## src/rtl/core/nrt_pkg.sv

```systemverilog
// ----------------------------------------------------------------------------
// nrt_pkg
// Types and codes shared by the node registry table: opcodes, status codes,
// the classified command, the per-node link record and the result record.
// ----------------------------------------------------------------------------
package nrt_pkg;

    typedef enum logic [2:0] {
        OP_SET_ID   = 3'd0,
        OP_LOAD     = 3'd1,
        OP_OBSERVE  = 3'd2,
        OP_TAKE_SEQ = 3'd3,
        OP_ADOPT    = 3'd4,
        OP_NOTE_VER = 3'd5,
        OP_MISSED   = 3'd6,
        OP_QUERY    = 3'd7
    } t_op;

    localparam logic [1:0] ST_OK      = 2'd0;
    localparam logic [1:0] ST_NEW_CTX = 2'd1;
    localparam logic [1:0] ST_UNREG   = 2'd2;

    localparam logic [15:0] SEQ_START = 16'd1;
    localparam logic [15:0] CNT_MAX   = 16'hFFFF;

    typedef enum logic {
        BS_IDLE,
        BS_EXEC
    } t_bstate;

    typedef struct packed {
        t_op                op;
        logic               found;
        logic [7:0]         version;
        logic [15:0]        ctx;
        logic signed [15:0] rssi;
        logic signed [7:0]  snr;
        logic [31:0]        time_ms;
    } t_cmd;

    typedef struct packed {
        logic               heard;
        logic [31:0]        last_seen;
        logic [31:0]        frames;
        logic [7:0]         proto;
        logic [7:0]         bad_ver;
        logic signed [15:0] rssi;
        logic signed [7:0]  snr;
        logic [15:0]        missed;
        logic [15:0]        ctx;
        logic [15:0]        seq;
    } t_link;

    typedef struct packed {
        logic [1:0]         status;
        logic [15:0]        seq;
        logic [15:0]        ctx;
        logic               heard;
        logic [31:0]        last_seen;
        logic [31:0]        frames;
        logic [7:0]         proto;
        logic [7:0]         bad_ver;
        logic signed [15:0] rssi;
        logic signed [7:0]  snr;
        logic [15:0]        missed;
    } t_result;

endpackage

```

## src/rtl/core/node_registry_table.sv

```systemverilog
// ----------------------------------------------------------------------------
// node_registry_table
// Registry of radio nodes: slot ids, a load command, and per-node link state
// updated or reported by each event on the lowest matching slot.
//
//   channel   direction  handshake           fields
//   input     in         push / full         opcode slot node_id version
//                                            context_id rssi snr time_ms
//   result    out        empty / pop         status seq_out ctx_out heard_out
//                                            last_seen_out frames_out proto_out
//                                            bad_version_out rssi_out snr_out
//                                            missed_out
//
// In the back part, an idle state reads the node's link record from memory
// and an exec state updates it and writes it back; in this read-modify-write
// loop the back part takes no new item until the last one is written back.
// The id match is registered in the front, and a two-entry queue separates
// front and back. Reset clears ids, the loaded flag and per-entry valid bits
// at once; load clears all the valid bits together. A stalled result holds the
// back part, which then fills the queue and raises full.
// ----------------------------------------------------------------------------
module node_registry_table #(
    parameter int NODES = 16
) (
    input  logic               i_clk,
    input  logic               i_rst_n,
    input  logic               push,
    output logic               full,
    input  logic [2:0]         i_opcode,
    input  logic [3:0]         i_slot,
    input  logic [7:0]         i_node_id,
    input  logic [7:0]         i_version,
    input  logic [15:0]        i_context_id,
    input  logic signed [15:0] i_rssi,
    input  logic signed [7:0]  i_snr,
    input  logic [31:0]        i_time_ms,
    output logic               empty,
    input  logic               pop,
    output logic [1:0]         o_status,
    output logic [15:0]        o_seq_out,
    output logic [15:0]        o_ctx_out,
    output logic               o_heard_out,
    output logic [31:0]        o_last_seen_out,
    output logic [31:0]        o_frames_out,
    output logic [7:0]         o_proto_out,
    output logic [7:0]         o_bad_version_out,
    output logic signed [15:0] o_rssi_out,
    output logic signed [7:0]  o_snr_out,
    output logic [15:0]        o_missed_out
);
    import nrt_pkg::*;

    localparam int IW = (NODES > 1) ? $clog2(NODES) : 1;
    localparam int QW = $bits(t_cmd) + IW;

    t_cmd          f_cmd;
    logic [IW-1:0] f_idx;
    logic          f_valid;
    logic          q_ready;
    logic          q_valid;
    logic          q_pop;
    logic [QW-1:0] q_in;
    logic [QW-1:0] q_out;
    t_cmd          q_cmd;
    logic [IW-1:0] q_idx;
    t_result       res;

    nrt_front #(
        .NODES (NODES),
        .IW    (IW)
    ) u_front (
        .i_clk        (i_clk),
        .i_rst_n      (i_rst_n),
        .i_push       (push),
        .o_full       (full),
        .i_opcode     (i_opcode),
        .i_slot       (i_slot),
        .i_node_id    (i_node_id),
        .i_version    (i_version),
        .i_context_id (i_context_id),
        .i_rssi       (i_rssi),
        .i_snr        (i_snr),
        .i_time_ms    (i_time_ms),
        .o_valid      (f_valid),
        .i_ready      (q_ready),
        .o_cmd        (f_cmd),
        .o_idx        (f_idx)
    );

    assign q_in = {f_cmd, f_idx};

    nrt_fifo #(
        .W     (QW),
        .DEPTH (2)
    ) u_fifo (
        .i_clk   (i_clk),
        .i_rst_n (i_rst_n),
        .i_wr    (f_valid),
        .i_data  (q_in),
        .o_ready (q_ready),
        .i_rd    (q_pop),
        .o_valid (q_valid),
        .o_data  (q_out)
    );

    assign {q_cmd, q_idx} = q_out;

    nrt_back #(
        .NODES (NODES),
        .IW    (IW)
    ) u_back (
        .i_clk     (i_clk),
        .i_rst_n   (i_rst_n),
        .i_q_valid (q_valid),
        .o_q_pop   (q_pop),
        .i_cmd     (q_cmd),
        .i_idx     (q_idx),
        .i_pop     (pop),
        .o_empty   (empty),
        .o_res     (res)
    );

    assign o_status          = res.status;
    assign o_seq_out         = res.seq;
    assign o_ctx_out         = res.ctx;
    assign o_heard_out       = res.heard;
    assign o_last_seen_out   = res.last_seen;
    assign o_frames_out      = res.frames;
    assign o_proto_out       = res.proto;
    assign o_bad_version_out = res.bad_ver;
    assign o_rssi_out        = res.rssi;
    assign o_snr_out         = res.snr;
    assign o_missed_out      = res.missed;

endmodule

```

## src/rtl/core/nrt_front.sv

```systemverilog
// ----------------------------------------------------------------------------
// nrt_front
// Accepts items, holds the slot ids and the loaded flag, matches the node id
// against every slot and hands a classified command with its slot index on.
// ----------------------------------------------------------------------------
module nrt_front #(
    parameter int NODES = 16,
    parameter int IW    = 4
) (
    input  logic               i_clk,
    input  logic               i_rst_n,
    input  logic               i_push,
    output logic               o_full,
    input  logic [2:0]         i_opcode,
    input  logic [3:0]         i_slot,
    input  logic [7:0]         i_node_id,
    input  logic [7:0]         i_version,
    input  logic [15:0]        i_context_id,
    input  logic signed [15:0] i_rssi,
    input  logic signed [7:0]  i_snr,
    input  logic [31:0]        i_time_ms,
    output logic               o_valid,
    input  logic               i_ready,
    output nrt_pkg::t_cmd      o_cmd,
    output logic [IW-1:0]      o_idx
);
    import nrt_pkg::*;

    logic [7:0]       r_ids [NODES];
    logic             r_loaded;
    logic             r_valid;
    t_cmd             r_cmd;
    logic [NODES-1:0] r_match;
    logic [NODES-1:0] n_match;
    logic [NODES-1:0] lowest;
    logic             accept;
    t_op              op_in;

    assign op_in  = t_op'(i_opcode);
    assign o_full = r_valid && !i_ready;
    assign accept = i_push && !o_full;

    always_comb begin
        for (int k = 0; k < NODES; k++) begin
            n_match[k] = r_loaded && (r_ids[k] == i_node_id);
        end
    end

    always_ff @(posedge i_clk) begin
        if (!i_rst_n) begin
            r_valid  <= 1'b0;
            r_loaded <= 1'b0;
            for (int k = 0; k < NODES; k++) begin
                r_ids[k] <= 8'd0;
            end
        end else begin
            if (accept) begin
                r_valid <= 1'b1;
            end else if (i_ready) begin
                r_valid <= 1'b0;
            end
            if (accept && op_in == OP_LOAD) begin
                r_loaded <= 1'b1;
            end
            for (int k = 0; k < NODES; k++) begin
                if (accept && op_in == OP_SET_ID && {4'd0, i_slot} == 8'(k)) begin
                    r_ids[k] <= i_node_id;
                end
            end
        end
    end

    always_ff @(posedge i_clk) begin
        if (accept) begin
            r_match       <= n_match;
            r_cmd.op      <= op_in;
            r_cmd.found   <= |n_match;
            r_cmd.version <= i_version;
            r_cmd.ctx     <= i_context_id;
            r_cmd.rssi    <= i_rssi;
            r_cmd.snr     <= i_snr;
            r_cmd.time_ms <= i_time_ms;
        end
    end

    // isolate the lowest matching slot, then encode it
    assign lowest = r_match & (~r_match + {{(NODES-1){1'b0}}, 1'b1});

    always_comb begin
        o_idx = '0;
        for (int k = 0; k < NODES; k++) begin
            if (lowest[k]) begin
                o_idx = o_idx | IW'(k);
            end
        end
    end

    assign o_valid = r_valid;
    assign o_cmd   = r_cmd;

endmodule

```

## src/rtl/core/nrt_fifo.sv

```systemverilog
// ----------------------------------------------------------------------------
// nrt_fifo
// Short command queue between the front and back parts.
// ----------------------------------------------------------------------------
module nrt_fifo #(
    parameter int W     = 8,
    parameter int DEPTH = 2
) (
    input  logic         i_clk,
    input  logic         i_rst_n,
    input  logic         i_wr,
    input  logic [W-1:0] i_data,
    output logic         o_ready,
    input  logic         i_rd,
    output logic         o_valid,
    output logic [W-1:0] o_data
);
    import nrt_pkg::*;

    localparam int PW = (DEPTH > 1) ? $clog2(DEPTH) : 1;
    localparam int CW = $clog2(DEPTH + 1);

    logic [W-1:0]  r_mem [DEPTH];
    logic [PW-1:0] r_wp;
    logic [PW-1:0] r_rp;
    logic [CW-1:0] r_cnt;
    logic          wr_en;
    logic          rd_en;

    assign o_ready = r_cnt != CW'(DEPTH);
    assign o_valid = r_cnt != '0;
    assign wr_en   = i_wr && o_ready;
    assign rd_en   = i_rd && o_valid;
    assign o_data  = r_mem[r_rp];

    always_ff @(posedge i_clk) begin
        if (!i_rst_n) begin
            r_wp  <= '0;
            r_rp  <= '0;
            r_cnt <= '0;
        end else begin
            if (wr_en) begin
                r_wp <= (r_wp == PW'(DEPTH - 1)) ? '0 : r_wp + PW'(1);
            end
            if (rd_en) begin
                r_rp <= (r_rp == PW'(DEPTH - 1)) ? '0 : r_rp + PW'(1);
            end
            if (wr_en && !rd_en) begin
                r_cnt <= r_cnt + CW'(1);
            end else if (rd_en && !wr_en) begin
                r_cnt <= r_cnt - CW'(1);
            end
        end
    end

    always_ff @(posedge i_clk) begin
        if (wr_en) begin
            r_mem[r_wp] <= i_data;
        end
    end

endmodule

```

## src/rtl/core/nrt_back.sv

```systemverilog
// ----------------------------------------------------------------------------
// nrt_back
// Carries out commands: reads the node's link record, updates and writes it
// back where the command changes it, and holds the result in the output register.
// ----------------------------------------------------------------------------
module nrt_back #(
    parameter int NODES = 16,
    parameter int IW    = 4
) (
    input  logic             i_clk,
    input  logic             i_rst_n,
    input  logic             i_q_valid,
    output logic             o_q_pop,
    input  nrt_pkg::t_cmd    i_cmd,
    input  logic [IW-1:0]    i_idx,
    input  logic             i_pop,
    output logic             o_empty,
    output nrt_pkg::t_result o_res
);
    import nrt_pkg::*;

    t_link         r_mem [NODES];
    logic          r_vld [NODES];
    t_bstate       r_state;
    t_bstate       n_state;
    t_cmd          r_cmd;
    logic [IW-1:0] r_idx;
    t_link         r_rd_data;
    logic          r_rd_vld;
    logic          r_out_valid;
    t_result       r_res;

    t_link         cur;
    t_link         n_link;
    t_result       res;
    logic          wr;
    logic          clr;
    logic          out_ready;
    logic          fire;
    logic [15:0]   seq_inc;

    assign out_ready = !r_out_valid || i_pop;

    always_comb begin
        n_state = r_state;
        case (r_state)
            BS_IDLE: begin
                if (i_q_valid) begin
                    n_state = BS_EXEC;
                end
            end
            BS_EXEC: begin
                if (out_ready) begin
                    n_state = BS_IDLE;
                end
            end
            default: n_state = BS_IDLE;
        endcase
    end

    always_comb begin
        o_q_pop = 1'b0;
        fire    = 1'b0;
        case (r_state)
            BS_IDLE: o_q_pop = i_q_valid;
            BS_EXEC: fire    = out_ready;
            default: ;
        endcase
    end

    assign cur     = r_rd_vld ? r_rd_data : '0;
    assign seq_inc = cur.seq + 16'd1;

    always_comb begin
        n_link = cur;
        res    = '0;
        wr     = 1'b0;
        clr    = 1'b0;
        case (r_cmd.op)
            OP_SET_ID: res.status = ST_OK;
            OP_LOAD:   clr = 1'b1;
            default: begin
                if (!r_cmd.found) begin
                    res.status = ST_UNREG;
                end else begin
                    case (r_cmd.op)
                        OP_OBSERVE: begin
                            wr               = 1'b1;
                            n_link.heard     = 1'b1;
                            n_link.last_seen = r_cmd.time_ms;
                            n_link.frames    = cur.frames + 32'd1;
                            n_link.proto     = r_cmd.version;
                            n_link.bad_ver   = 8'd0;
                            n_link.rssi      = r_cmd.rssi;
                            n_link.snr       = r_cmd.snr;
                            n_link.missed    = 16'd0;
                            if (r_cmd.ctx != 16'd0 && r_cmd.ctx != cur.ctx) begin
                                n_link.ctx = r_cmd.ctx;
                                n_link.seq = SEQ_START;
                                res.status = ST_NEW_CTX;
                            end
                        end
                        OP_TAKE_SEQ: begin
                            wr         = 1'b1;
                            res.seq    = cur.seq;
                            n_link.seq = (seq_inc == 16'd0) ? SEQ_START : seq_inc;
                        end
                        OP_ADOPT: begin
                            wr         = 1'b1;
                            n_link.ctx = r_cmd.ctx;
                            n_link.seq = SEQ_START;
                        end
                        OP_NOTE_VER: begin
                            wr             = 1'b1;
                            n_link.bad_ver = r_cmd.version;
                        end
                        OP_MISSED: begin
                            wr = 1'b1;
                            if (cur.missed != CNT_MAX) begin
                                n_link.missed = cur.missed + 16'd1;
                            end
                        end
                        OP_QUERY: begin
                            res.seq       = cur.seq;
                            res.ctx       = cur.ctx;
                            res.heard     = cur.heard;
                            res.last_seen = cur.last_seen;
                            res.frames    = cur.frames;
                            res.proto     = cur.proto;
                            res.bad_ver   = cur.bad_ver;
                            res.rssi      = cur.rssi;
                            res.snr       = cur.snr;
                            res.missed    = cur.missed;
                        end
                        default: ;
                    endcase
                end
            end
        endcase
    end

    always_ff @(posedge i_clk) begin
        if (!i_rst_n) begin
            r_state     <= BS_IDLE;
            r_out_valid <= 1'b0;
            for (int k = 0; k < NODES; k++) begin
                r_vld[k] <= 1'b0;
            end
        end else begin
            r_state <= n_state;
            if (fire) begin
                r_out_valid <= 1'b1;
            end else if (i_pop) begin
                r_out_valid <= 1'b0;
            end
            if (fire && clr) begin
                for (int k = 0; k < NODES; k++) begin
                    r_vld[k] <= 1'b0;
                end
            end else if (fire && wr) begin
                r_vld[r_idx] <= 1'b1;
            end
        end
    end

    always_ff @(posedge i_clk) begin
        if (o_q_pop) begin
            r_cmd    <= i_cmd;
            r_idx    <= i_idx;
            r_rd_vld <= r_vld[i_idx];
        end
        if (fire) begin
            r_res <= res;
        end
    end

    always_ff @(posedge i_clk) begin
        if (fire && wr) begin
            r_mem[r_idx] <= n_link;
        end
        if (o_q_pop) begin
            r_rd_data <= r_mem[i_idx];
        end
    end

    assign o_empty = !r_out_valid;
    assign o_res   = r_res;

endmodule

```

## config.mk

```make
export PLATFORM = sky130hd
export DESIGN_NAME = node_registry_table
export DESIGN_NICKNAME = d
export VERILOG_FILES = /design/src/rtl/core/nrt_pkg.sv /design/src/rtl/core/node_registry_table.sv /design/src/rtl/core/nrt_front.sv /design/src/rtl/core/nrt_fifo.sv /design/src/rtl/core/nrt_back.sv
export SDC_FILE = /design/constraint.sdc
export NUM_CORES = 2
export LEC_CHECK = 0
export BUFFER_PORTS_ARGS = -buffer_cell sky130_fd_sc_hd__buf_4
export CELL_PAD_IN_SITES_DETAIL_PLACEMENT = 1
export CELL_PAD_IN_SITES_GLOBAL_PLACEMENT = 2
export CORE_MARGIN = 2
export CORE_UTILIZATION = 34
export DETAILED_ROUTE_END_ITERATION = 6
export GPL_TIMING_DRIVEN = 0
export PLACE_DENSITY = 0.64
export SLEW_MARGIN = 20
export SYNTH_ARGS = -nofsm -noshare
export SYNTH_HDL_FRONTEND = slang
export SYNTH_HIERARCHICAL = 1
export SYNTH_SLANG_ARGS = --single-unit
```

## constraint.sdc

```tcl
create_clock -name i_clk -period 30.5 [get_ports i_clk]
set_input_delay 0 -clock i_clk [delete_from_list [all_inputs] [get_ports i_clk]]
set_output_delay 0 -clock i_clk [all_outputs]
set_load 0.005 [all_outputs]
```

==> reports/metrics.csv <==
stage;metric;value;unit
status;run status;finished clean;
detailed_routing;vias;63507;
setup_path;Worst setup EP type;flop;
detailed_routing;drc violations;0;
setup_path;crit-path max FO;16;
clocking;total clock sinks;3274;
run;max-cap violations;0;
clocking;clk root buf;clkbuf_16;
detailed_routing;ANT nets after route;0;
placed_design;port bufs;247;
sta;relative slew slack;22.18;%
clocking;clk_lat worst skew;950;ps
sta;Worst Tran Pin Value;1163;ps
clocking;Clock transition at path regs;60;ps
global_routing;initial antenna violation count;22;
layout;share of post-route cells with drive strength above 1;29.83;%
die;die width;609.9;µm
clocking;Num CTS Buffers;359;
die;DIE AREA;0.3720;mm²
clocking;maximum root-to-sink buffer count;4;
global_routing;vias in the first global route;66573;
pwr;final total power;13330;µW
detailed_routing;DR pass1 iterations;5;
synth;Seq/Total Area, Yosys;78.56;%
sta;final hold viol count;0;
detailed_routing;Avg Vias per Cell;5.323;
global_routing;first-pass GRT wire length;520800;µm
die;total core area;0.3655;mm²
placed_design;pre-CTS WS;23030;ps
sta;setup violation total in the final timing report;0;
sta;Fin Setup TNS;0;ps
pwr;leakage power;0.04943;µW
setup_path;Crit Path Class;flop to flop;
synth;synth top area cells;edfxtp_1 (78%), mux4_2 (14%), xor2_1 (0.82%), nand2_1 (0.76%), nor2_1 (0.70%);
placed_design;GP Congestion;0.7577;
detailed_routing;Post-Route WL;372800;µm
layout;Nets;6922;
global_routing;GRT Resource Usage Total;19.81;%
synth;post-synth cell types;76;
synth;Yosys top cell area share;78.16;%
min_path;hold crit path type;input port to flop;
synth;Yosys reg bits;3274;
layout;Sequential cell area;0.09806;mm²
layout;area occupied by multi-input gates;0.02572;mm²
detailed_routing;drt wl/cell;31.25;µm
synth;main flop type after synthesis;edfxtp_1;
sta;RSZ-0062 raised after global routing;false;
clocking;setup bufs post-CTS;0;
placed_design;dpl cells;11081;
synth;EDFF count, synth;3249;
sta;final worst slack;22920;ps
synth;synth warn;6;
synth;cells after synthesis;5706;
clocking;CTS tree;yes;
setup_path;CP arrival;8150;ps
pwr;pwr/cell area;87.62;mW/mm²
setup_path;CP Launch Type;flop;
synth;Avg Cell Area, Syn;21.88;µm²
global_routing;grt total ovfl;0;
detailed_routing;number of DRC markers in iteration 0;6822;
layout;Layout fillers;34389;
setup_path;r2r worst-path depth;15;
layout;area grow syn2layout;21.85;%
die;starting density of the core;34.15;%
sta;period utilization;24.84;%
pwr;VDD IR max;0.00004870;V
layout;fin util;41.61;%
die;height of the die;609.9;µm
synth;Post-synth ARST share;0;%
synth;most instantiated cells after synthesis;edfxtp_1 (3249), mux4_2 (754), nand2_1 (253);
sta;Clock Skew;66.87;ps
sta;Max Freq;0.1320;GHz
layout;Finished Layout Cells;11930;
die;Cell Rows;222;
min_path;Hold Path Cell Cnt;5;
synth;biggest area consumer among synthesized cells;edfxtp_1;
global_routing;largest net degree at the start of global routing;57;
synth;synthesized cell area;0.1248;mm²
setup_path;CP required;31080;ps
synth;most common cell in the netlist;edfxtp_1;
sta;Final Slew Violations;0;
synth;Syn Nets;5809;
placed_design;HPWL after DPL;250300;µm
die;Ports;256;
clocking;H-tree levels;5;
sta;post-layout minimum cycle time;7576;ps
## path summary, 6_finish.rpt
| check | start | end | slack, ps |
|---|---|---|---|
| setup / recovery | u_back/r_rd_vld | u_back/r_mem[12][118] | 22920 |
| hold / removal | pop | u_back/r_out_valid | 110 |
| setup reg to reg | u_back/r_rd_vld | u_back/r_mem[12][118] | 22920 |
| hold reg to reg | u_front/o_cmd[47] | u_fifo/r_mem[1][51] | 440 |
## cells in the final DEF (no fill, tap or decap), types with 31 or more instances in the layout
cell type and n:
edfxtp_1 3249, mux4_2 754, clkbuf_16 364, buf_4 344
nand2_1 253, clkbuf_1 223, nor2_1 221, dlygate4sd3_1 188
xor2_1 116, buf_16 109, and3_1 91, clkinv_1 83
buf_12 76, buf_2 75, mux2_2 72, o21ai_1 67
xnor2_1 65, clkbuf_2 61, clkinv_2 57, buf_6 39
nand3_1 39, nor4_1 38, nand4_1 35, inv_1 31
## report_power, final
part / internal (µW) / total [µW] / switching [µW] / leakage [µW]
clock: 2440 / 4260 / 1810 / 0.00555
sequential: 5900 / 6120 / 215 / 0.0302
combinational: 1060 / 2960 / 1890 / 0.0136
total: 9410 / 13300 / 3920 / 0.0494
## cell families (layout without fill, tap and decap cells)
family / Yosys count / count (layout) / synth area share [%]
flops: 3274 / 3274 / 78.56
fa+ha+maj: 4 / 4 / 0.04009
buf+inv: 330 / 1734 / 1.080
other cells: 0 / 4 / 0
compound gates: 212 / 212 / 1.077
xor+xnor: 185 / 185 / 1.298
simple gates: 824 / 824 / 3.204
mux: 877 / 877 / 14.74
## worst max-delay path, stage by stage (launching register included)
cell and delay (ps):
edfxtp_1 510, buf_6 300, buf_2 570, clkbuf_2 550, clkbuf_1 910, clkbuf_2 560
buf_16 220, nand2_1 130, inv_1 90, ha_1 240, nand4_1 510, nor4_1 1010
nor2b_1 460, nand3b_1 160, xor2_1 160, nor2_1 760
## through the flow
stage | instance area, µm² | hold slack (ps)
floorplan | 124800 | 98.87
global placement | 132700 | 180.1
detailed placement | 138600 | 179.3
CTS | 151900 | 6.679
global route | 152100 | 61.79
finish | 152100 | 108.0
## metal layers
layer,up-vias,GRT usage [%],share of wire (%)
met4,4,6.381,3.4
met5,-,0,0.0067
met1,34765,26.42,41
met2,2341,33.04,49
met3,535,3.329,6.7
li1,25862,-,-
## sequential cells by signal, summed over array words and instances, names as in the netlist, 2 cells and up, named ones only
signal	count
u_back/o_res	155
u_back/r_cmd	84
u_back/r_idx	4
u_back/r_mem	2448
u_back/r_rd_data	153
u_back/r_vld	16
u_fifo/r_cnt	2
u_fifo/r_mem	176
u_front/o_cmd	84
u_front/r_ids	128
u_front/r_match	16
## what timing repair did
action	4_1_cts	5_1_grt
endpoints found under the hold margin	383	0
gates resized for setup	0	0
hold buffers	188	0
## cell type report
class / instances / share of cell area, %
antenna: 4 / 0.006581
buffer: 297 / 0.8843
clock buffer: 445 / 6.195
clock inverter: 207 / 1.300
inverter: 33 / 0.08637
multi-input combinational: 2102 / 16.91
sequential: 3274 / 64.47
tap: 4816 / 3.962
timing repair buffer: 752 / 6.181
No activity file was read; power rests on OpenSTA's default activity.
